### config.mk
export PLATFORM = sky130hd
export DESIGN_NAME = fav_update
export DESIGN_NICKNAME = d
export VERILOG_FILES = /design/src/sv/fav_pkg.sv /design/src/sv/fav_update.sv
export SDC_FILE = /design/constraint.sdc
export NUM_CORES = 2
export LEC_CHECK = 0
export BUFFER_PORTS_ARGS = -buffer_cell sky130_fd_sc_hd__buf_2
export CAP_MARGIN = 25
export CORE_UTILIZATION = 30
export DETAILED_ROUTE_END_ITERATION = 8
export SETUP_SLACK_MARGIN = 0.5
export SLEW_MARGIN = 20
export SYNTH_ARGS = -nofsm -noshare
export SYNTH_HDL_FRONTEND = slang
export SYNTH_SLANG_ARGS = --single-unit
### constraint.sdc
create_clock -name i_clk -period 6.5 [get_ports i_clk]
set_input_delay 0 -clock i_clk [delete_from_list [all_inputs] [get_ports i_clk]]
set_output_delay 0 -clock i_clk [all_outputs]
set_load 0.01 [all_outputs]
### src/sv/fav_pkg.sv
// shared types and constants for the frame average filter
package fav_pkg;

    localparam int SAMPLE_W   = 16;
    localparam int PIX_W      = 8;
    localparam int SUM_W      = 18;
    localparam int TOT_W      = SUM_W + 1;
    localparam int WORD_W     = SUM_W + PIX_W;
    localparam int N_W        = 11;
    localparam int W_W        = 17;
    localparam int PROD_W     = PIX_W + W_W;
    localparam int DIV_SHIFT  = TOT_W;
    localparam int RCP_W      = DIV_SHIFT + 1;
    localparam int MULQ_W     = TOT_W + RCP_W;
    localparam int STEP_W     = $clog2(RCP_W);

    localparam int CFG_IDX_W  = 3;
    localparam int CFG_DATA_W = 20;

    localparam int FRAMES_MAX = 1024;
    localparam int N_RST      = 10;
    localparam int W_RST      = 6554;
    localparam int PPF_DEFAULT = 307200;

    localparam logic [W_W-1:0]   Q16_ONE   = W_W'(65536);
    localparam logic [PIX_W-1:0] PIX_MAX   = '1;
    localparam int               Q16_HALF  = 32768;

    localparam int FIFO_DEPTH = 8;
    localparam int FIFO_PTR_W = $clog2(FIFO_DEPTH);
    localparam int CREDIT_W   = FIFO_PTR_W + 1;

    // register indexes on the configuration channel
    localparam logic [CFG_IDX_W-1:0] REG_RUNNING_MODE = 3'd0;
    localparam logic [CFG_IDX_W-1:0] REG_FRAME_TARGET = 3'd1;
    localparam logic [CFG_IDX_W-1:0] REG_WEIGHT_Q16   = 3'd2;
    localparam logic [CFG_IDX_W-1:0] REG_WIDE_SAMPLES = 3'd3;
    localparam logic [CFG_IDX_W-1:0] REG_PIXELS       = 3'd4;

    // control carried with one pixel through the update pipeline
    typedef struct packed {
        logic             running;
        logic             first;
        logic             done;
        logic             last;
        logic [PIX_W-1:0] sample;
    } t_item;

    typedef struct packed {
        logic [PIX_W-1:0] average_pixel;
        logic             last_of_frame;
    } t_result;

endpackage

### src/sv/fav_update.sv
// four-stage read-modify-write datapath: running blend or block sum and divide
module fav_update #(
    parameter int POS_W = 19
) (
    input  logic                       i_clk,
    input  logic                       i_rst_n,
    input  logic                       i_valid,
    input  logic [POS_W-1:0]           i_pos,
    input  fav_pkg::t_item             i_item,
    input  logic [fav_pkg::WORD_W-1:0] i_rdata,
    input  logic [fav_pkg::W_W-1:0]    i_weight,
    input  logic [fav_pkg::N_W-1:0]    i_n,
    input  logic [fav_pkg::RCP_W-1:0]  i_recip,
    input  logic [POS_W-1:0]           i_query_pos,
    output logic                       o_hit,
    output logic                       o_we,
    output logic [POS_W-1:0]           o_waddr,
    output logic [fav_pkg::WORD_W-1:0] o_wdata,
    output logic                       o_push,
    output fav_pkg::t_result           o_result
);
    import fav_pkg::*;

    // stage 1: memory data arrives
    logic             r_v1;
    logic [POS_W-1:0] r_pos1;
    t_item            r_c1;
    logic [PIX_W-1:0] w_avg_old;
    logic [SUM_W-1:0] w_sum_old;
    logic [W_W-1:0]   w_w_inv;
    logic [PROD_W-1:0] w_keep_p;
    logic [PROD_W-1:0] w_add_p;
    logic [TOT_W-1:0] w_tot1;
    logic [TOT_W-1:0] w_td1;

    // stage 2
    logic              r_v2;
    logic [POS_W-1:0]  r_pos2;
    t_item             r_c2;
    logic [PROD_W-1:0] r_keep2;
    logic [PROD_W-1:0] r_add2;
    logic [TOT_W-1:0]  r_tot2;
    logic [TOT_W-1:0]  r_td2;
    logic [WORD_W-1:0] r_old2;
    logic [PROD_W-1:0] w_keep_rnd;
    logic [PROD_W-1:0] w_add_rnd;
    logic [PIX_W+1:0]  w_blend;
    logic [PIX_W-1:0]  w_avg2;
    logic [SUM_W-1:0]  w_sum2;
    logic [MULQ_W-1:0] w_prod2;

    // stage 3
    logic              r_v3;
    logic [POS_W-1:0]  r_pos3;
    t_item             r_c3;
    logic [PIX_W-1:0]  r_avg3;
    logic [SUM_W-1:0]  r_sum3;
    logic [TOT_W-1:0]  r_td3;
    logic [MULQ_W-1:0] r_prod3;
    logic [RCP_W-1:0]  w_q0;
    logic [TOT_W-1:0]  w_qn;

    // stage 4: write back
    logic              r_v4;
    logic [POS_W-1:0]  r_pos4;
    t_item             r_c4;
    logic [PIX_W-1:0]  r_avg4;
    logic [SUM_W-1:0]  r_sum4;
    logic [TOT_W-1:0]  r_td4;
    logic [PIX_W-1:0]  r_q4;
    logic              r_big4;
    logic [TOT_W-1:0]  r_qn4;
    logic [TOT_W-1:0]  w_rem;
    logic              w_incr;
    logic [PIX_W-1:0]  w_quot;
    logic [PIX_W-1:0]  w_avg_new;

    always_ff @(posedge i_clk) begin
        if (!i_rst_n) begin
            r_v1 <= 1'b0;
            r_v2 <= 1'b0;
            r_v3 <= 1'b0;
            r_v4 <= 1'b0;
        end else begin
            r_v1 <= i_valid;
            r_v2 <= r_v1;
            r_v3 <= r_v2;
            r_v4 <= r_v3;
        end
    end

    assign w_avg_old = i_rdata[PIX_W-1:0];
    assign w_sum_old = i_rdata[WORD_W-1:PIX_W];
    assign w_w_inv   = Q16_ONE - i_weight;
    assign w_keep_p  = PROD_W'(w_avg_old) * PROD_W'(w_w_inv);
    assign w_add_p   = PROD_W'(r_c1.sample) * PROD_W'(i_weight);
    assign w_tot1    = r_c1.first ? TOT_W'(r_c1.sample)
                                  : TOT_W'(w_sum_old) + TOT_W'(r_c1.sample);
    // rounding offset n/2 folded in before the divide
    assign w_td1     = w_tot1 + TOT_W'(i_n >> 1);

    always_ff @(posedge i_clk) begin
        r_pos1  <= i_pos;
        r_c1    <= i_item;
        r_pos2  <= r_pos1;
        r_c2    <= r_c1;
        r_keep2 <= w_keep_p;
        r_add2  <= w_add_p;
        r_tot2  <= w_tot1;
        r_td2   <= w_td1;
        r_old2  <= i_rdata;
    end

    assign w_keep_rnd = r_keep2 + PROD_W'(Q16_HALF);
    assign w_add_rnd  = r_add2 + PROD_W'(Q16_HALF);
    assign w_blend    = (PIX_W + 2)'(w_keep_rnd[PROD_W-1:16])
                      + (PIX_W + 2)'(w_add_rnd[PROD_W-1:16]);

    always_comb begin
        if (!r_c2.running) begin
            w_avg2 = r_old2[PIX_W-1:0];
            w_sum2 = r_tot2[SUM_W-1:0];
        end else if (r_c2.first) begin
            w_avg2 = r_c2.sample;
            w_sum2 = r_old2[WORD_W-1:PIX_W];
        end else begin
            w_avg2 = (w_blend > (PIX_W + 2)'(PIX_MAX)) ? PIX_MAX : w_blend[PIX_W-1:0];
            w_sum2 = r_old2[WORD_W-1:PIX_W];
        end
    end

    assign w_prod2 = MULQ_W'(r_td2) * MULQ_W'(i_recip);

    always_ff @(posedge i_clk) begin
        r_pos3  <= r_pos2;
        r_c3    <= r_c2;
        r_avg3  <= w_avg2;
        r_sum3  <= w_sum2;
        r_td3   <= r_td2;
        r_prod3 <= w_prod2;
    end

    // estimate is exact or one low; stage 4 corrects it
    assign w_q0 = r_prod3[MULQ_W-1:DIV_SHIFT];
    assign w_qn = TOT_W'(w_q0[PIX_W-1:0]) * TOT_W'(i_n);

    always_ff @(posedge i_clk) begin
        r_pos4 <= r_pos3;
        r_c4   <= r_c3;
        r_avg4 <= r_avg3;
        r_sum4 <= r_sum3;
        r_td4  <= r_td3;
        r_q4   <= w_q0[PIX_W-1:0];
        r_big4 <= |w_q0[RCP_W-1:PIX_W];
        r_qn4  <= w_qn;
    end

    assign w_rem  = r_td4 - r_qn4;
    assign w_incr = w_rem >= TOT_W'(i_n);
    assign w_quot = (r_big4 || (w_incr && r_q4 == PIX_MAX)) ? PIX_MAX
                                                           : r_q4 + PIX_W'(w_incr);
    assign w_avg_new = (!r_c4.running && r_c4.done) ? w_quot : r_avg4;

    assign o_we     = r_v4;
    assign o_waddr  = r_pos4;
    assign o_wdata  = {r_sum4, w_avg_new};
    assign o_push   = r_v4;
    assign o_result = '{average_pixel: w_avg_new, last_of_frame: r_c4.last};

    // a pixel still in flight to the memory blocks a new read of its entry
    assign o_hit = (r_v1 && r_pos1 == i_query_pos) || (r_v2 && r_pos2 == i_query_pos)
                || (r_v3 && r_pos3 == i_query_pos) || (r_v4 && r_pos4 == i_query_pos);

endmodule

* Word-level counts from Yosys, hierarchy flattened
Cells that the tools add are included.
** Cells by class
- Multiplexer cells :: 7
- Equal/unequal tests :: 5
- $add $sub $neg :: 8
- Multipliers :: 4
- Reduce and logical (&&, ||, !) cells :: 12
- $lt $le $gt $ge :: 2
** Operator list (count)
- $eq A19 B19 Y1 :: 4
- $add A25 B16 Y25 const B :: 2
- $mul A8 B17 Y25 :: 2
- $mux W8 :: 5
- $mul A19 B20 Y39 :: 1
- $add A18 B8 Y19 :: 1
- $add A19 B10 Y19 :: 1
- $ge A19 B11 Y1 :: 1
- $mul A8 B11 Y19 :: 1
- $mux W19 :: 1
- $sub A19 B19 Y19 :: 1
- $mux W18 :: 1
- $sub A17 B17 Y17 const A :: 1
- $reduce_or A12 Y1 :: 1
- $add A9 B9 Y10 :: 1
- $gt A10 B8 Y1 const B :: 1
- $add A8 B1 Y8 :: 1
- $eq A8 B8 Y1 const B :: 1
- $logic_and A1 B1 Y1 :: 6
- $logic_or A1 B1 Y1 :: 4
- $logic_not A1 Y1 :: 1
** Word-level totals
- Flip-flop bits (word level) :: 380
- Word-level logic and storage cells :: 77
- Output and inout port bits :: 57

* Depth between registers and ports, before layout
- Depth in word-level cells :: 6
- Gate-level depth with buffers :: 24
- Gate-level depth less buffers :: 23

* Least setup slack after synthesis
OpenSTA, ideal clock, no wires.
- Kind :: reg2reg
- Start point :: reg r_td2[1]
- End point :: reg r_prod3[37]
- Cell stages (with the launch flop) :: 23
- Data required time :: 6.377 ns
- Data arrival time :: 5.821 ns
- Clock period less this slack :: 5.945 ns
- Slack :: 0.555 ns
- Cells stage by stage :: dfxtp_1 > clkbuf_1 > clkbuf_1 > and2_1 > fa_1 > fa_1 > inv_1 > fa_1 > inv_1 > fa_1 > fa_1 > inv_1 > fa_1 > inv_1 > ha_1 > a21oi_1 > o21ai_1 > a221oi_1 > o211ai_1 > a2111o_1 > a31oi_1 > o21bai_1 > xor2_1
** Between the ends
- Cells in the longest elaborated chain, start to end :: 1
** RTL lines
- start, declared :: RTL line fav_update.sv:43 : logic [TOT_W-1:0] r_td2;
- start signal, assigned :: RTL line fav_update.sv:110 : r_td2 <= w_td1;
- $mul A19 B20 Y39 :: RTL line fav_update.sv:132 : assign w_prod2 = MULQ_W'(r_td2) * MULQ_W'(i_recip);
- via w_prod2[37] :: RTL line fav_update.sv:50 : logic [MULQ_W-1:0] w_prod2;
- end signal, assigned :: RTL line fav_update.sv:140 : r_prod3 <= w_prod2;
- end, declared :: RTL line fav_update.sv:59 : logic [MULQ_W-1:0] r_prod3;
The timed path passes the listed nets, and every way through them passes these cells.
A chain may end at the register's enable or synchronous reset.

* Worst setup path after layout
- Start point :: reg r_td2[4]
- End point :: reg r_prod3[33]
Same word-level chain as after synthesis.

==> impl_metrics.env <==
export IMPL_reg2reg_depth=24
export IMPL_finalNetCount=4753
export IMPL_yosysUniqueCellTypes=72
export IMPL_finalCritPeriodShare_pct=92.0
export IMPL_ys_seq_elements=331
export IMPL_cp_max_fo=9
export IMPL_viasPerCell=4.54
export IMPL_cts_tree="done"
export IMPL_path_clk_slew_ns=0.06
export IMPL_synth_top_family_by_area="adder cells"
export IMPL_cts_sinks=331
export IMPL_drive_above_1_share_pct=11.7
export IMPL_min_delay_path_depth=2
export IMPL_first_pass_iters=5
export IMPL_syn_cell_area_um2=33600
export IMPL_muxShareOfSynthArea_pct=0.842
export IMPL_cap_viol_max_count=0
export IMPL_drc_errors=0
export IMPL_post_drt_wl_per_cell_um=16.2
export IMPL_path_class="flip-flop to flip-flop"
export IMPL_startpoint_type="flip-flop"
export IMPL_grt_overflow_total=0
export IMPL_hold_viol=0
export IMPL_die_area_um2=113000
export IMPL_die_h_um=337
export IMPL_rsz0062_at_grt="true"
export IMPL_skew_ns=0.0608
export IMPL_synth_compound_area_share_pct=5.51
export IMPL_max_slew_margin_pct=39.7
export IMPL_pre_cts_slack_ns=0.123
export IMPL_hold_end="r_td2[1]"
export IMPL_synth_edf_count=0
export IMPL_grt_pass1_vias=25700
export IMPL_cts_buffer_depth=3
export IMPL_grtUsageTotal_pct=15.5
export IMPL_grt_start_max_net_pins=32
export IMPL_synthArstFlopShare_pct=0
export IMPL_tns_ns=0
export IMPL_fill_cells=11400
export IMPL_final_max_slew_viol_count=0
export IMPL_synthAdderAreaFrac_pct=43.5
export IMPL_yosys_area_share_simple_pct=16.4
export IMPL_initial_core_util_pct=30.3
export IMPL_core_area_um2=111000
export IMPL_synth_cells=3537
export IMPL_hp_class="input pin to flip-flop"
export IMPL_clock_latency_ns=0.58
export IMPL_cts_htree_levels=2
export IMPL_dpl_hpwl_um=67100
export IMPL_ant_nets=0
export IMPL_yosysWarningCount=0
export IMPL_r2r_setup_slack_ns=0.52
export IMPL_synth_avg_cell_area_um2=9.50
export IMPL_r2r_start="r_td2[4]"
export IMPL_grt_pass1_wl_um=140000
export IMPL_io_pins=184
export IMPL_cts_root_buffer="clkbuf_16"
export IMPL_max_freq_ghz=0.167
export IMPL_antenna_found_initial=14
export IMPL_outcome="finished, final reports clean"
export IMPL_tightest_slew_ns=0.904
export IMPL_port_buffers=183
export IMPL_syn_to_final_growth_pct=16.1
export IMPL_synth_xor_area_share_pct=5.37
export IMPL_regToRegEndpoint="r_prod3[33]"
export IMPL_worstSetupEndpointType="flip-flop"
export IMPL_vias=24100
export IMPL_num_rows=122
export IMPL_gp_congestion=0.843
export IMPL_synth_nets=4508
export IMPL_arrival_ns=6.45
export IMPL_fin_ws_ns=0.518
export IMPL_cts_buffers=37
export IMPL_seq_area_frac_synth_pct=19.7
export IMPL_die_x_um=337
export IMPL_drtIter0Drc=1201
export IMPL_wl_um=85800
export IMPL_period_needed_ns=5.98
export IMPL_holdWs_ns=0.0398
export IMPL_synth_main_ff_cell="dfxtp_1"
export IMPL_hp_start="i_n[2]"
export IMPL_setup_viol=0
export IMPL_worstPathRequired_ns=6.97
layout make-up:
cell class	instances	area, um2	area share [%]
diodes	9	22.5	0.0577
clock buffers	46	1010	2.59
clock inverters	22	354	0.907
inverters	636	2390	6.12
multi-input cells	2440	24400	62.5
flip-flops and latches	331	6680	17.1
well taps	1488	1860	4.77
repair buffers	336	2330	5.97
flip-flops by register name (all words and copies together) (netlist names), 10 cells and up:
| signal | flops |
|---|---|
| r_td4 | 19 |
| r_keep2 | 10 |
| o_waddr | 19 |
| r_pos3 | 19 |
| r_old2 | 26 |
| r_add2 | 10 |
| r_td2 | 19 |
| r_sum4 | 18 |
| r_qn4 | 19 |
| r_pos1 | 19 |
| r_c2 | 12 |
| r_td3 | 19 |
| r_prod3 | 20 |
| r_pos2 | 19 |
| r_sum3 | 18 |
| r_tot2 | 18 |
| r_c1 | 12 |
cells in the final DEF, fill, tap and decap left out, drive strengths merged, types with 62 or more instances in the layout:
cell type and n:
buf 272, and2 405, a21oi 73, xor2 87, xnor2 119, fa 540
inv 638, dlygate4sd3 62, nand2 398, ha 304, dfxtp 331, nor2 99
synth_stat cells, types with 3 or more instances:
master,number,area [um2]
nand2_1,398,1490
buf_4,10,75.1
a21o_1,33,248
xnor2_1,119,1040
or3_1,8,50.1
mux2_2,22,248
o21a_1,19,143
o31ai_1,4,30.0
a211o_1,4,35.0
nor3b_1,3,22.5
a211oi_1,15,113
o22ai_1,8,50.1
xor2_1,87,762
nand3_1,35,175
a221oi_1,3,26.3
nand2b_1,12,75.1
nand4b_1,3,26.3
ha_1,304,3800
nor4_1,19,119
inv_1,636,2390
o21ai_0,42,210
nor2b_1,17,106
o211ai_1,8,60.1
dfxtp_1,331,6630
and2_1,405,2530
clkbuf_1,119,447
fa_1,540,10800
nor2_1,98,368
nor3_1,29,145
a31oi_1,16,100
and3_1,15,93.8
or4_1,4,30.0
nand4_1,27,169
a21oi_1,73,365
o21ai_1,9,45.0
o2111ai_1,3,26.3
a31o_1,4,35.0
o21bai_1,10,75.1
worst max path at each step:
| stage | from | to | slack [ns] | depth (start not counted) |
|---|---|---|---|---|
| final | r_td2[4] | r_prod3[33] | 0.52 | 24 |
| after global routing | r_td2[12] | r_prod3[37] | 0.34 | 22 |
| after CTS | r_td2[7] | r_prod3[37] | 0.47 | 23 |
| after detailed placement | r_td2[4] | r_prod3[35] | 0.12 | 22 |
| after global placement | r_td2[4] | r_prod3[37] | 0.14 | 23 |
| after floorplan | r_td2[1] | r_prod3[37] | 0.56 | 22 |
worst max-delay path: stages, from the launching register on:
cell and delay, ns:
dfxtp_4 0.39, buf_6 0.15, and2_1 0.17, fa_1 0.44
fa_1 0.49, inv_1 0.05, fa_1 0.47, inv_1 0.06
fa_1 0.49, fa_1 0.55, inv_1 0.05, fa_1 0.47
inv_1 0.04, ha_1 0.20, a211oi_2 0.22, o211ai_1 0.14
a31oi_2 0.23, o211ai_1 0.13, buf_4 0.19, buf_4 0.14
a2111oi_4 0.29, o31ai_1 0.10, buf_4 0.16, buf_4 0.13
xor2_1 0.13
metrics by stage:
stage	area [um2]	instances	utilization [%]
5_1_grt	39000	5303	35.2
4_1_cts	38700	5286	34.9
3_5_place_dp	36400	5143	32.8
2_1_floorplan	33600	3537	-
6_report	39000	5308	35.2
3_3_place_gp	36400	5143	32.8
what timing repair did:
item	4_1_cts	5_1_grt
buffers inserted	13	12
pin swaps	28	42
resized for setup	58	50
hold endpoints to repair	82	0
setup endpoints to repair	10	24
hold buffers	62	0
cloned	0	1
per-layer routing:
layer / routed length (um) / vias to the layer above / part of all wire [%] / global-route usage, %
met5: 13 / - / 0.015 / 0
met2: 40000 / 506 / 47 / 25.9
met3: 3970 / 94 / 4.6 / 1.85
li1: - / 11400 / - / -
met4: 1530 / 2 / 1.8 / 3.00
met1: 40300 / 12100 / 47 / 21.7
cells by family (layout without fill, tap and decap cells):
group,count (synthesis),in the layout
flip-flops,331,331
XOR/XNOR,206,206
AO/OA/AOI/OAI,279,279
multiplexers,25,25
AND/OR/NAND/NOR,1086,1086
other,0,9
buffers and inverters,766,1040
adder cells (fa/ha/maj),844,844
Power is left out: the tool's default activity adds up to more than one toggle a clock period on the data nets, which glitch-free logic cannot reach.
