[config.mk]
export PLATFORM = sky130hd
export DESIGN_NAME = fav_recip
export DESIGN_NICKNAME = d
export VERILOG_FILES = /design/src/sv/fav_pkg.sv /design/src/sv/fav_recip.sv
export SDC_FILE = /design/constraint.sdc
export NUM_CORES = 1
export LEC_CHECK = 0
export BUFFER_PORTS_ARGS = -buffer_cell sky130_fd_sc_hd__buf_2
export CAP_MARGIN = 20
export CORE_UTILIZATION = 51
export CTS_CLUSTER_DIAMETER = 60
export DETAILED_ROUTE_END_ITERATION = 12
export PLACE_DENSITY = 0.76
export RECOVER_POWER = 100
export SYNTH_ARGS = -nofsm -noshare
export SYNTH_HDL_FRONTEND = slang
export SYNTH_SLANG_ARGS = --single-unit
[constraint.sdc]
create_clock -name i_clk -period 2 [get_ports i_clk]
set_input_delay 0.2 -clock i_clk [delete_from_list [all_inputs] [get_ports i_clk]]
set_output_delay 0.2 -clock i_clk [all_outputs]
set_load 0.01 [all_outputs]
[src/sv/fav_pkg.sv]
// shared types and constants for the frame average filter
package fav_pkg;

    localparam int SAMPLE_W   = 16;
    localparam int PIX_W      = 8;
    localparam int SUM_W      = 18;
    localparam int TOT_W      = SUM_W + 1;
    localparam int WORD_W     = SUM_W + PIX_W;
    localparam int N_W        = 11;
    localparam int W_W        = 17;
    localparam int PROD_W     = PIX_W + W_W;
    localparam int DIV_SHIFT  = TOT_W;
    localparam int RCP_W      = DIV_SHIFT + 1;
    localparam int MULQ_W     = TOT_W + RCP_W;
    localparam int STEP_W     = $clog2(RCP_W);

    localparam int CFG_IDX_W  = 3;
    localparam int CFG_DATA_W = 20;

    localparam int FRAMES_MAX = 1024;
    localparam int N_RST      = 10;
    localparam int W_RST      = 6554;
    localparam int PPF_DEFAULT = 307200;

    localparam logic [W_W-1:0]   Q16_ONE   = W_W'(65536);
    localparam logic [PIX_W-1:0] PIX_MAX   = '1;
    localparam int               Q16_HALF  = 32768;

    localparam int FIFO_DEPTH = 8;
    localparam int FIFO_PTR_W = $clog2(FIFO_DEPTH);
    localparam int CREDIT_W   = FIFO_PTR_W + 1;

    // register indexes on the configuration channel
    localparam logic [CFG_IDX_W-1:0] REG_RUNNING_MODE = 3'd0;
    localparam logic [CFG_IDX_W-1:0] REG_FRAME_TARGET = 3'd1;
    localparam logic [CFG_IDX_W-1:0] REG_WEIGHT_Q16   = 3'd2;
    localparam logic [CFG_IDX_W-1:0] REG_WIDE_SAMPLES = 3'd3;
    localparam logic [CFG_IDX_W-1:0] REG_PIXELS       = 3'd4;

    // control carried with one pixel through the update pipeline
    typedef struct packed {
        logic             running;
        logic             first;
        logic             done;
        logic             last;
        logic [PIX_W-1:0] sample;
    } t_item;

    typedef struct packed {
        logic [PIX_W-1:0] average_pixel;
        logic             last_of_frame;
    } t_result;

endpackage

[src/sv/fav_recip.sv]
// serial restoring divider producing floor(2^19 / n) for the block average
module fav_recip (
    input  logic                      i_clk,
    input  logic                      i_rst_n,
    input  logic                      i_start,
    input  logic [fav_pkg::N_W-1:0]   i_n,
    output logic                      o_busy,
    output logic [fav_pkg::RCP_W-1:0] o_recip
);
    import fav_pkg::*;

    localparam logic [RCP_W-1:0] DIVIDEND = RCP_W'(1) << DIV_SHIFT;

    logic              r_busy;
    logic [STEP_W-1:0] r_step;
    logic [N_W:0]      r_rem;
    logic [RCP_W-1:0]  r_quo;
    logic [N_W:0]      w_shift;
    logic              w_fit;

    assign w_shift = {r_rem[N_W-1:0], DIVIDEND[r_step]};
    assign w_fit   = w_shift >= {1'b0, i_n};

    always_ff @(posedge i_clk) begin
        if (!i_rst_n || i_start) begin
            r_busy <= 1'b1;
            r_step <= STEP_W'(RCP_W - 1);
            r_rem  <= '0;
        end else if (r_busy) begin
            r_rem  <= w_fit ? (w_shift - {1'b0, i_n}) : w_shift;
            r_step <= r_step - STEP_W'(1);
            if (r_step == '0) begin
                r_busy <= 1'b0;
            end
        end
    end

    always_ff @(posedge i_clk) begin
        if (r_busy && !i_start) begin
            r_quo[r_step] <= w_fit;
        end
    end

    assign o_busy  = r_busy;
    assign o_recip = r_quo;

endmodule

# Word-level counts from Yosys, hierarchy flattened
# Memory sizes are Yosys's and may differ from the RTL's. A register that Yosys moved wholly into a read port is not among the register bits.
# Index checks and enable logic that the tools add are counted.
# word_totals
in_bits	14
ff_bits	37
memories	1
romBits	32
# classes
add_sub_neg	2
magnitude_cmp	3
n_reduce_logical	6
n_mux	9
# memory_table
memory	depth	word_bits	read_ports	rd_ports_with_merged_regs	wr	line_no	rtl
(no name shown)	32	1	1	1	0	fav_recip.sv:21	assign w_shift = {r_rem[N_W-1:0], DIVIDEND[r_step]};
# ops
op	count
20-bit bitwise mux	1
12-bit by 11-bit >= comparator with 1-bit output	1
11-bit two-way mux	1
11-bit subtractor	1
5-bit two-way mux	2
5-bit by 6-bit < comparator with 1-bit output, second input constant	1
1-bit demux with 5-bit select	1
5-bit by 1-bit >= comparator with 1-bit output, second input constant	1
5-bit zero test	1
5-bit by 1-bit subtractor with 5-bit output, second input constant	1
1-bit two-way mux	4
1-bit logical AND	2
1-bit zero test	2
1-bit logical OR	1

# Logic depth before layout (Yosys ltp)
# Gate-level depths: netlist of run 1.
# logic_depth
depth_word	5
mapped_depth	11
depth_no_buf	10

# Least setup slack after synthesis of run 1
# Ideal clock, no wire load.
# synth_timing
path_kind	register to register
startpoint	reg, netlist name w_shift[0]
endpoint	reg r_rem[8]
period_less_slack_ns	2.124
required_time_ns	1.868
path_stages_with_launch	12
slack_ns	-0.124
path_buffers	1
t_arrival_ns	1.992
path_cell_list	dfxtp_1 > inv_1 > ha_1 > fa_1 > nand2b_1 > a21oi_2 > o21ai_1 > o21a_4 > inv_6 > buf_12 > mux2i_1 > a21oi_1
# synth_rtl
element	line_no	rtl
to (signal assigned)	fav_recip.sv:30	r_rem <= w_fit ? (w_shift - {1'b0, i_n}) : w_shift;
to (decl)	fav_recip.sv:16	logic [N_W:0] r_rem;

==> summary by stage, run 1 <==
Floorplanning
Measured along the x axis, the die boundary spans around 67 µm. The floorplan step defined a die boundary enclosing 0.00452 mm². The die is 67.2 µm tall. In this run the count of I/O pins placed on the die edge is 35. The count of standard-cell rows is 23.

The core box area is slightly above 0.004 mm². The effective utilization at floorplan is 53.9%.

Timing
The worst path uses 99.9% of the clock period. The worst setup skew after layout is 4.57 ps. Setup repair after global routing could not meet its margin everywhere. The upper clock frequency limit is between 500 and 600 MHz. The worst pin sits at a relative slew slack of 77.9%. For the pin with the worst max-slew slack, the measured transition is 327 ps. The final hold violation count is 0.

The worst hold slack across all endpoints is 246 ps. The count of endpoints failing setup in the final report is 0. The number of pins exceeding their max-slew limit in the final report is 0. The final period demand of the worst path is 2000 ps.

Place
Buffers placed on the I/O ports in this run total 34. The congestion estimate from routability-driven global placement came to 0.774. The number of placed instances, taps included, is 319. The half-perimeter wire length of the detailed placement result is between 3000 and 4000 µm.

Clock network
In this run the number of H-tree levels came out at 2. The clock passes through at most 2 buffers. The clock slew seen by the registers of the worst setup and hold paths is 70 ps. The clock tree from TritonCTS is built. Buffers inserted during clock tree synthesis total 5. Buffers inserted to repair hold after CTS numbered 0.

The number of sinks driven by the clock tree is 38. The cell sitting at the root of the clock tree is a sky130_fd_sc_hd__clkbuf_8. The clock reaches the later pin of the worst-skew pair after slightly below 300 ps.

Worst setup path
The most critical setup path has its startpoint at w_shift[0]$_SDFF_PN0_. For the worst setup path, the data required time is 2170 ps. The reg-to-reg startpoint is w_shift[0]$_SDFF_PN0_. The largest delay contributor family on the critical path is compound AO/OA/AOI/OAI gates. Among all stages on the critical path, the largest delay is contributed by sky130_fd_sc_hd__dfxtp_2. The data arrival time of the worst path is 2170 ps. The critical path contains buffers and inverters numbering 2 combined. The peak fanout along the critical path is 7. On the worst path, the slowest cell contributes a delay of 330 ps. The critical path goes through inv_2 -> ha_4 -> fa_2 -> nand2b_4 -> a21oi_4 -> o21ai_2 -> o21a_4 -> inv_8 -> mux2i_1 -> a21oi_1. The endpoint class of the critical path is a register.

The kind of launch point of the worst setup path is a register. By startpoint and endpoint, the worst setup path is classified as reg2reg.

Min path
The hold path startpoint is i_rst_n. In this run the worst hold path is classified as in2reg.

Power and ir drop
Sequential cells burn a little under three fifths of the power. The fraction of power consumed by the clock network is around 33%. The switching share of power is between 20% and 30%.

The worst supply voltage drop on vdd is 0.236 mV. The switching power is approximately 0.00035 W. The design draws 0.00151 W. The leakage power is around 1.2 nW. For this design the ratio of total power to cell area is 561 mW/mm².

Per report_power, the combinational group accounts for 12.2% of the total. The cell-internal power is 0.00115 W.

Routing
The initial detailed-routing violation count is between 200 and 250. After detailed routing, the number of remaining DRC violations is 0. The via count of the routed design is about 1.8k. The first-pass iteration count of the detailed router is 4.

In the routed layout, each cell is associated on average with a via count of 5.26. Wires add up to between 4000 and 5000 µm. Dividing the detail-routed wire length by the instance count gives approximately 13 µm. In this run the remaining antenna-violating nets after routing total 0.

Cells and area
The number of nets in the layout is 315. Cells with a size suffix above 1 make up 24.2% of the layout. The number of standard cells in the final layout excluding fillers is 335. The count of antenna diodes in the layout is 0. The area growth from synthesis to final layout is 23.8%.

Synthesis
The average cell area after synthesis is between 9 and 10 µm². When the netlist entered floorplanning its net count stood at 256. In this run, synthesis inferred 20 flip-flops with an integrated enable. The most common flop cell mapped by yosys is sky130_fd_sc_hd__edfxtp_1. After synthesis, the share of flip-flops with an asynchronous set or reset is 0%. Of the synthesized area, sequential elements account for 44.3%. The Yosys step of the flow raised 0 warnings. The synthesized area is 0.00217 mm².

Synthesis instantiated 43 different standard cells from the library. In this run, synthesis produced a sequential element count of 38. After technology mapping, the gate count stands at 225.

Global routing
The via count of the first global-routing pass is between 1.5k and 2k. The maximum number of pins on one net before global-route repair is 31. Global routing finished with a remaining overflow of 0. The number of antenna violations at the first check in global routing is 0. The first global-routing pass estimated 7020 µm of wire. The global-route usage over all layers is a little over a fifth.

Status
The flow ran to the end, and the final reports show no timing, DRC or antenna violations.

Job
The tool flagged a number of max-cap violations equal to 0.
-- logic make-up after synthesis --
logic type / Yosys count / synth area share (%)
DFF: 38 / 44.3
xor gates and xnor gates: 8 / 3.23
and+or+nand+nor: 76 / 17.1
buffers and inverters: 25 / 5.31
muxes: 8 / 3.92
AOI/OAI and AO/OA: 53 / 16.0
adders and majority gates: 17 / 10.1
-- tightest hold or removal path, stage by stage --
cell	delay (ps)
sky130_fd_sc_hd__buf_2	80
sky130_fd_sc_hd__nand2b_1	110
sky130_fd_sc_hd__nor2_1	110
-- stage by stage --
step | utilization [%] | setup slack (ps) | instance area, µm² | setup TNS, ps
floorplan | - | -40.7 | 2180 | -122
global placement | 62.0 | -14.9 | 2500 | -14.9
detailed placement | 62.0 | -64.1 | 2500 | -233
CTS | 65.8 | -12.3 | 2650 | -15.6
global route | 66.6 | -127 | 2690 | -827
finish | 66.6 | 2.90 | 2690 | 0
-- Yosys cell counts, types with 2 or more instances --
library cell,n,share of area [%]
sky130_fd_sc_hd__a211oi_1,4,1.4
sky130_fd_sc_hd__a21oi_1,14,3.2
sky130_fd_sc_hd__a21oi_2,3,1.2
sky130_fd_sc_hd__a31oi_1,2,0.58
sky130_fd_sc_hd__and3_1,2,0.58
sky130_fd_sc_hd__clkbuf_1,6,1.0
sky130_fd_sc_hd__dfxtp_1,18,17
sky130_fd_sc_hd__edfxtp_1,20,28
sky130_fd_sc_hd__ha_1,16,9.2
sky130_fd_sc_hd__inv_1,17,2.9
sky130_fd_sc_hd__mux2i_1,7,3.2
sky130_fd_sc_hd__nand2_1,18,3.1
sky130_fd_sc_hd__nand2b_1,2,0.58
sky130_fd_sc_hd__nand3_1,4,0.92
sky130_fd_sc_hd__nand3b_1,4,1.4
sky130_fd_sc_hd__nor2_1,30,5.2
sky130_fd_sc_hd__nor2b_1,3,0.87
sky130_fd_sc_hd__nor3_1,3,0.69
sky130_fd_sc_hd__nor3_2,2,0.92
sky130_fd_sc_hd__o211a_1,2,0.92
sky130_fd_sc_hd__o21a_1,3,1.0
sky130_fd_sc_hd__o21ai_0,15,3.5
sky130_fd_sc_hd__o21ai_1,2,0.46
sky130_fd_sc_hd__or3_1,2,0.58
sky130_fd_sc_hd__or3b_2,2,0.81
sky130_fd_sc_hd__xnor2_1,5,2.0
sky130_fd_sc_hd__xor2_1,3,1.2
-- metal layers --
layer	wire length (µm)	vias up	track usage, %
li1	-	909	-
met3	192	6	3.55
met1	2040	798	26.5
met4	94	0	10.4
met5	0	-	0
met2	2040	49	34.6
-- cell usage in the layout (no fill, tap or decap), drive strengths merged, types with 3 or more instances in the layout --
| master | netlist | layout |
|---|---|---|
| buf | 1 | 37 |
| nor2 | 30 | 30 |
| clkbuf | 6 | 27 |
| edfxtp | 20 | 20 |
| inv | 18 | 19 |
| nand2 | 18 | 18 |
| dfxtp | 18 | 18 |
| o21ai | 17 | 17 |
| a21oi | 17 | 17 |
| ha | 16 | 16 |
| mux2i | 7 | 7 |
| xnor2 | 5 | 5 |
| nor3 | 5 | 5 |
| nand3b | 4 | 4 |
| nand3 | 4 | 4 |
| o21a | 4 | 4 |
| a211oi | 4 | 4 |
| xor2 | 3 | 3 |
| nor2b | 3 | 3 |
-- registers in the layout, summed over array words and instances (netlist names) --
name	cells
o_recip	20
w_shift	1
r_step	5
r_rem	11
o_busy	1
-- power by group through the flow --
stage | Clock, W | Combinational (W) | Sequential (W)
after floorplan | 0 | 0.000105 | 0.000843
after global placement | 0 | 0.000159 | 0.000843
after detailed placement | 0 | 0.000160 | 0.000843
after CTS | 0.000507 | 0.000173 | 0.000827
after global routing | 0.000530 | 0.000204 | 0.000828
final | 0.000495 | 0.000183 | 0.000828
-- worst paths after layout --
path / slack [ps] / endpoint / cells after the start
worst max-delay path: 3 / r_rem[8]$_SDFFE_PN0P_ / 10
worst min-delay path: 250 / r_step[3]$_SDFFE_PN0P_ / 3
worst max register to register: 3 / r_rem[8]$_SDFFE_PN0P_ / 10
worst min register to register: 540 / r_rem[7]$_SDFFE_PN0P_ / 2
-- timing repair --
action                                  4_1_cts  5_1_grt
buffers inserted                              3        5
resized for setup                            12        5
endpoints found under the setup margin        9       23
pin swaps                                     4        8
gates cloned                                  1        0
-- layout make-up --
class                   count  area, µm²
multi-input cells         162       1170
repair buffers             58        328
well taps                  50       62.6
fillers                   331       1340
repair inverters            1       8.76
clock buffers               6       72.6
flip-flops and latches     38        963
inverters                  18       75.1
clock inverters             2       8.76
Note: power is estimated with default switching activity, not from simulation.
==> run 2, diff against run 1 <==
--- a/config.mk
+++ b/config.mk
@@ -6,4 +6,5 @@
 export NUM_CORES = 1
 export LEC_CHECK = 0
+export ABC_AREA = 1
 export BUFFER_PORTS_ARGS = -buffer_cell sky130_fd_sc_hd__buf_2
 export CAP_MARGIN = 20
@@ -11,5 +12,5 @@
 export CTS_CLUSTER_DIAMETER = 60
 export DETAILED_ROUTE_END_ITERATION = 12
-export PLACE_DENSITY = 0.76
+export PLACE_DENSITY = 0.75
 export RECOVER_POWER = 100
 export SYNTH_ARGS = -nofsm -noshare
==> constraint.sdc (replaced) <==
create_clock -name i_clk -period 2 [get_ports i_clk]
set_input_delay 0.4 -clock i_clk [delete_from_list [all_inputs] [get_ports i_clk]]
set_output_delay 0.4 -clock i_clk [all_outputs]
set_load 0.01 [all_outputs]
==> summary by stage, run 2 <==
Clock network
Counting the buffers created by CTS gives 5. The insertion delay of the later-clocked pin in the worst-skew pair is 290 ps. In this run the deepest clock path goes through 2 buffers. The clock tree from TritonCTS is built. After clock tree synthesis, the clock-pin slew on the worst setup and hold paths is 70 ps. The number of sinks driven by the clock tree is 38. The H-tree was split into 2 levels. The clock root buffer is sky130_fd_sc_hd__clkbuf_8.

Routing
After detailed routing, the number of remaining DRC violations is 0. The met3 routed wirelength is 300 µm. For this block, the initial DRC count from the detailed router was 136. The wire length per cell after detailed routing is 12.3 µm. The final layout contains routed wiring with a total length of 5120 µm. The first-pass iteration count of the detailed router is 4. The met1 wire length is 2410 µm. The number of nets with antenna violations after detailed routing is 0. The routed layout has 2,131 vias. The top layer reached by signal wires is met4. The detailed-route vias per instance is just over 5.

After detailed routing, the met2 layer carries approximately 2400 µm of wire.

Synthesis
The cell type with the highest aggregate area in the netlist is sky130_fd_sc_hd__edfxtp_1. For this run, the leading register cell type out of synthesis is sky130_fd_sc_hd__edfxtp_1. The number of cells produced by synthesis is slightly above 300. The number of flops mapped to enable cells by yosys is 20. The average cell area after synthesis is just under 8 µm².

The synthesized area is 0.00238 mm². Counting instances in the post-synthesis netlist gives the leading cell types as 63 x sky130_fd_sc_hd__nand2_1, 53 x sky130_fd_sc_hd__inv_1, 36 x sky130_fd_sc_hd__nor2_1. The async set or reset register ratio after synthesis is 0%. The Yosys step of the flow raised 0 warnings. The number of nets produced by synthesis is 341.

In this run, synthesis produced a sequential element count of 38. For this run, the register share of the synthesized area comes to 40.4%. Counting distinct cell types in the post-synthesis netlist gives 27. In the post-synthesis netlist, the biggest area contributors are sky130_fd_sc_hd__edfxtp_1 25%, sky130_fd_sc_hd__dfxtp_1 15%, sky130_fd_sc_hd__nand2_1 9.9%. In the post-synthesis netlist, the cell with the most instances is sky130_fd_sc_hd__nand2_1. The proportion of netlist area held by the largest area contributor is about 25%.

Worst setup path
At the worst endpoint, the required time is 2140 ps. The worst register-to-register path ends at o_recip[0]$_DFFE_PP_. The data arrival time of the worst path is slightly below 2000 ps. The largest incremental delay on the critical path is 400 ps. The worst setup path startpoint is w_shift[0]$_SDFF_PN0_.

The logic depth of the worst path, buffers included is 10. Along the worst path, the maximum fanout reaches 15. The kind of launch point of the worst setup path is a register. In this run the worst setup path terminates at o_recip[0]$_DFFE_PP_. The signal on the critical path passes through inv_1 -> ha_4 -> fa_2 -> inv_2 -> nand3_1 -> nand3_2 -> nand2_1 -> nand4_2 -> buf_12 -> clkbuf_4. The setup slack on the worst flop-to-flop path is 150 ps.

The number of cells traversed by the worst register-to-register path is 10. The setup path with the least slack is of type reg2reg. On the critical path, the stage with the largest delay is an instance of sky130_fd_sc_hd__fa_2. The reg-to-reg startpoint is w_shift[0]$_SDFF_PN0_.

The largest delay contributor family on the critical path is adder cells. The critical path buffer and inverter count is 4. The worst setup path is captured at a register.

Status
The flow ran to the end, and the final reports show no timing, DRC or antenna violations.

Place
Input and output buffers added on the ports amount to 34. At the end of routability-driven placement, the weighted congestion stood at 0.891. Summing all placed instances gives a cell area of 0.00270 mm². The half-perimeter wire length of the detailed placement result is 4000 µm.

Cells and area
The final layout contains 393 nets. The register with the most flip-flops in the layout has 20 of them. The library cell used most frequently in the layout, excluding fill and tap cells, is sky130_fd_sc_hd__nand2_1. After routing the design area is 0.00280 mm². The share of layout cells above drive strength 1 is 17.6%. The library cells used most frequently in the layout, excluding fill and tap cells, are 65 x sky130_fd_sc_hd__nand2_1, 52 x sky130_fd_sc_hd__inv_1, 36 x sky130_fd_sc_hd__nor2_1.

The count of antenna diodes in the layout is 0. The area growth from synthesis to final layout is 17.6%.

Timing
The number of pins exceeding their max-slew limit in the final report is 0. Timing would allow up to approximately 540 MHz. The worst setup skew after layout is around 8.6 ps. Setup repair after global routing left no endpoint under its margin. Dividing the final minimum period by the clock period gives 92.7%. The final period demand of the worst path is between 1500 and 2000 ps.

The final setup TNS is 0 ps. The worst pin sits at a relative slew slack of 57.3%. Setup violations remaining at the end of the flow were counted as 0. At the pin with the least slew margin, the transition time is 640 ps. The final hold violation count was 0.

Min path
The type of the most critical hold path is in2reg. The worst hold path was traced through 3 stages.

Floorplanning
The die is 70.3 µm wide. The initial utilization of the core area, before any placement, comes to 53.9%. The floorplan step set the die height to 70.3 µm. After floorplanning, the core was divided into 24 placement rows. In this run the standard cell core region covers 0.00441 mm².

The floorplan step defined a die boundary enclosing 0.00495 mm². Pin placement for this block handled 35 I/O pins.

Power and ir drop
The power density over the cells is around 590 mW/mm². The leakage power is roughly 1.3 nW. VDD sags by at most 0.444 mV.

Global routing
The number of antenna violations at the first check in global routing is 0. The global-route usage over all layers is 22.0%. The via count of the first global-routing pass came to 1,941. Summed over all layers, the global routing overflow is 0. The first-pass GRT wire length is 8710 µm. The maximum number of pins on one net before global-route repair is 16.

Job
The total of max-cap violations is 0.
[run 2: kinds of logic after synthesis]
group           Yosys count  synth area share, %
compound gates           21                 4.68
xor+xnor                  3                 1.10
fa+ha+maj                17                 9.25
buf+inv                  63                 11.2
flops                    38                 40.4
simple gates            168                 33.4
[run 2: stage by stage]
step | worst slack, ps | std cells | hold slack [ps] | utilization (%) | power, W
after floorplan | 73.9 | 310 | 454 | - | 0.000967
after global placement | 15.9 | 406 | 474 | 61.2 | 0.00103
after detailed placement | -40.2 | 406 | 480 | 61.2 | 0.00103
after CTS | 111 | 414 | 370 | 63.6 | 0.00164
after global routing | 4.24 | 415 | 417 | 63.4 | 0.00171
final | 146 | 415 | 370 | 63.4 | 0.00165
[run 2: area by class of cell]
type | instances | area [µm²]
Clock buffer | 6 | 72.6
Clock inverter | 2 | 33.8
Fill cell | 412 | 1620
Inverter | 56 | 210
Multi-Input combinational cell | 209 | 1170
Sequential cell | 38 | 961
Tap cell | 52 | 65.1
Timing Repair Buffer | 52 | 289
[run 2: routing by layer]
metal	track usage, %	up-vias
met1	31.6	964
met5	0	-
met4	5.11	0
met2	34.8	60
met3	3.46	4
li1	-	1103
[run 2: timing repair]
action | 4_1_cts | 5_1_grt
setup buffers | 0 | 1
gates resized for setup | 0 | 8
hold buffers | 0 | 0
endpoints found under the setup margin | 0 | 23
[run 2: worst min path at each step]
stage,slack (ps),startpoint,end
floorplan,450,r_rem[10]$_SDFFE_PN0P_,r_rem[10]$_SDFFE_PN0P_
global placement,470,r_rem[10]$_SDFFE_PN0P_,r_rem[10]$_SDFFE_PN0P_
detailed placement,480,r_rem[10]$_SDFFE_PN0P_,r_rem[10]$_SDFFE_PN0P_
CTS,370,i_start,o_busy$_SDFF_PN1_
global route,420,i_start,o_busy$_SDFF_PN1_
finish,370,i_start,o_busy$_SDFF_PN1_
[run 2: power breakdown]
| part | internal (W) | switching (W) | total, W | leakage, nW |
|---|---|---|---|---|
| Clock | 0.000368 | 0.000257 | 0.000625 | 0.0528 |
| Sequential | 0.000823 | 0.00000649 | 0.000829 | 0.334 |
| Combinational | 0.0000825 | 0.000111 | 0.000194 | 0.914 |
[run 2: worst min-delay path, stage by stage]
cell	delay [ps]
sky130_fd_sc_hd__buf_2	90
sky130_fd_sc_hd__nor2_1	70
sky130_fd_sc_hd__nand2_1	70
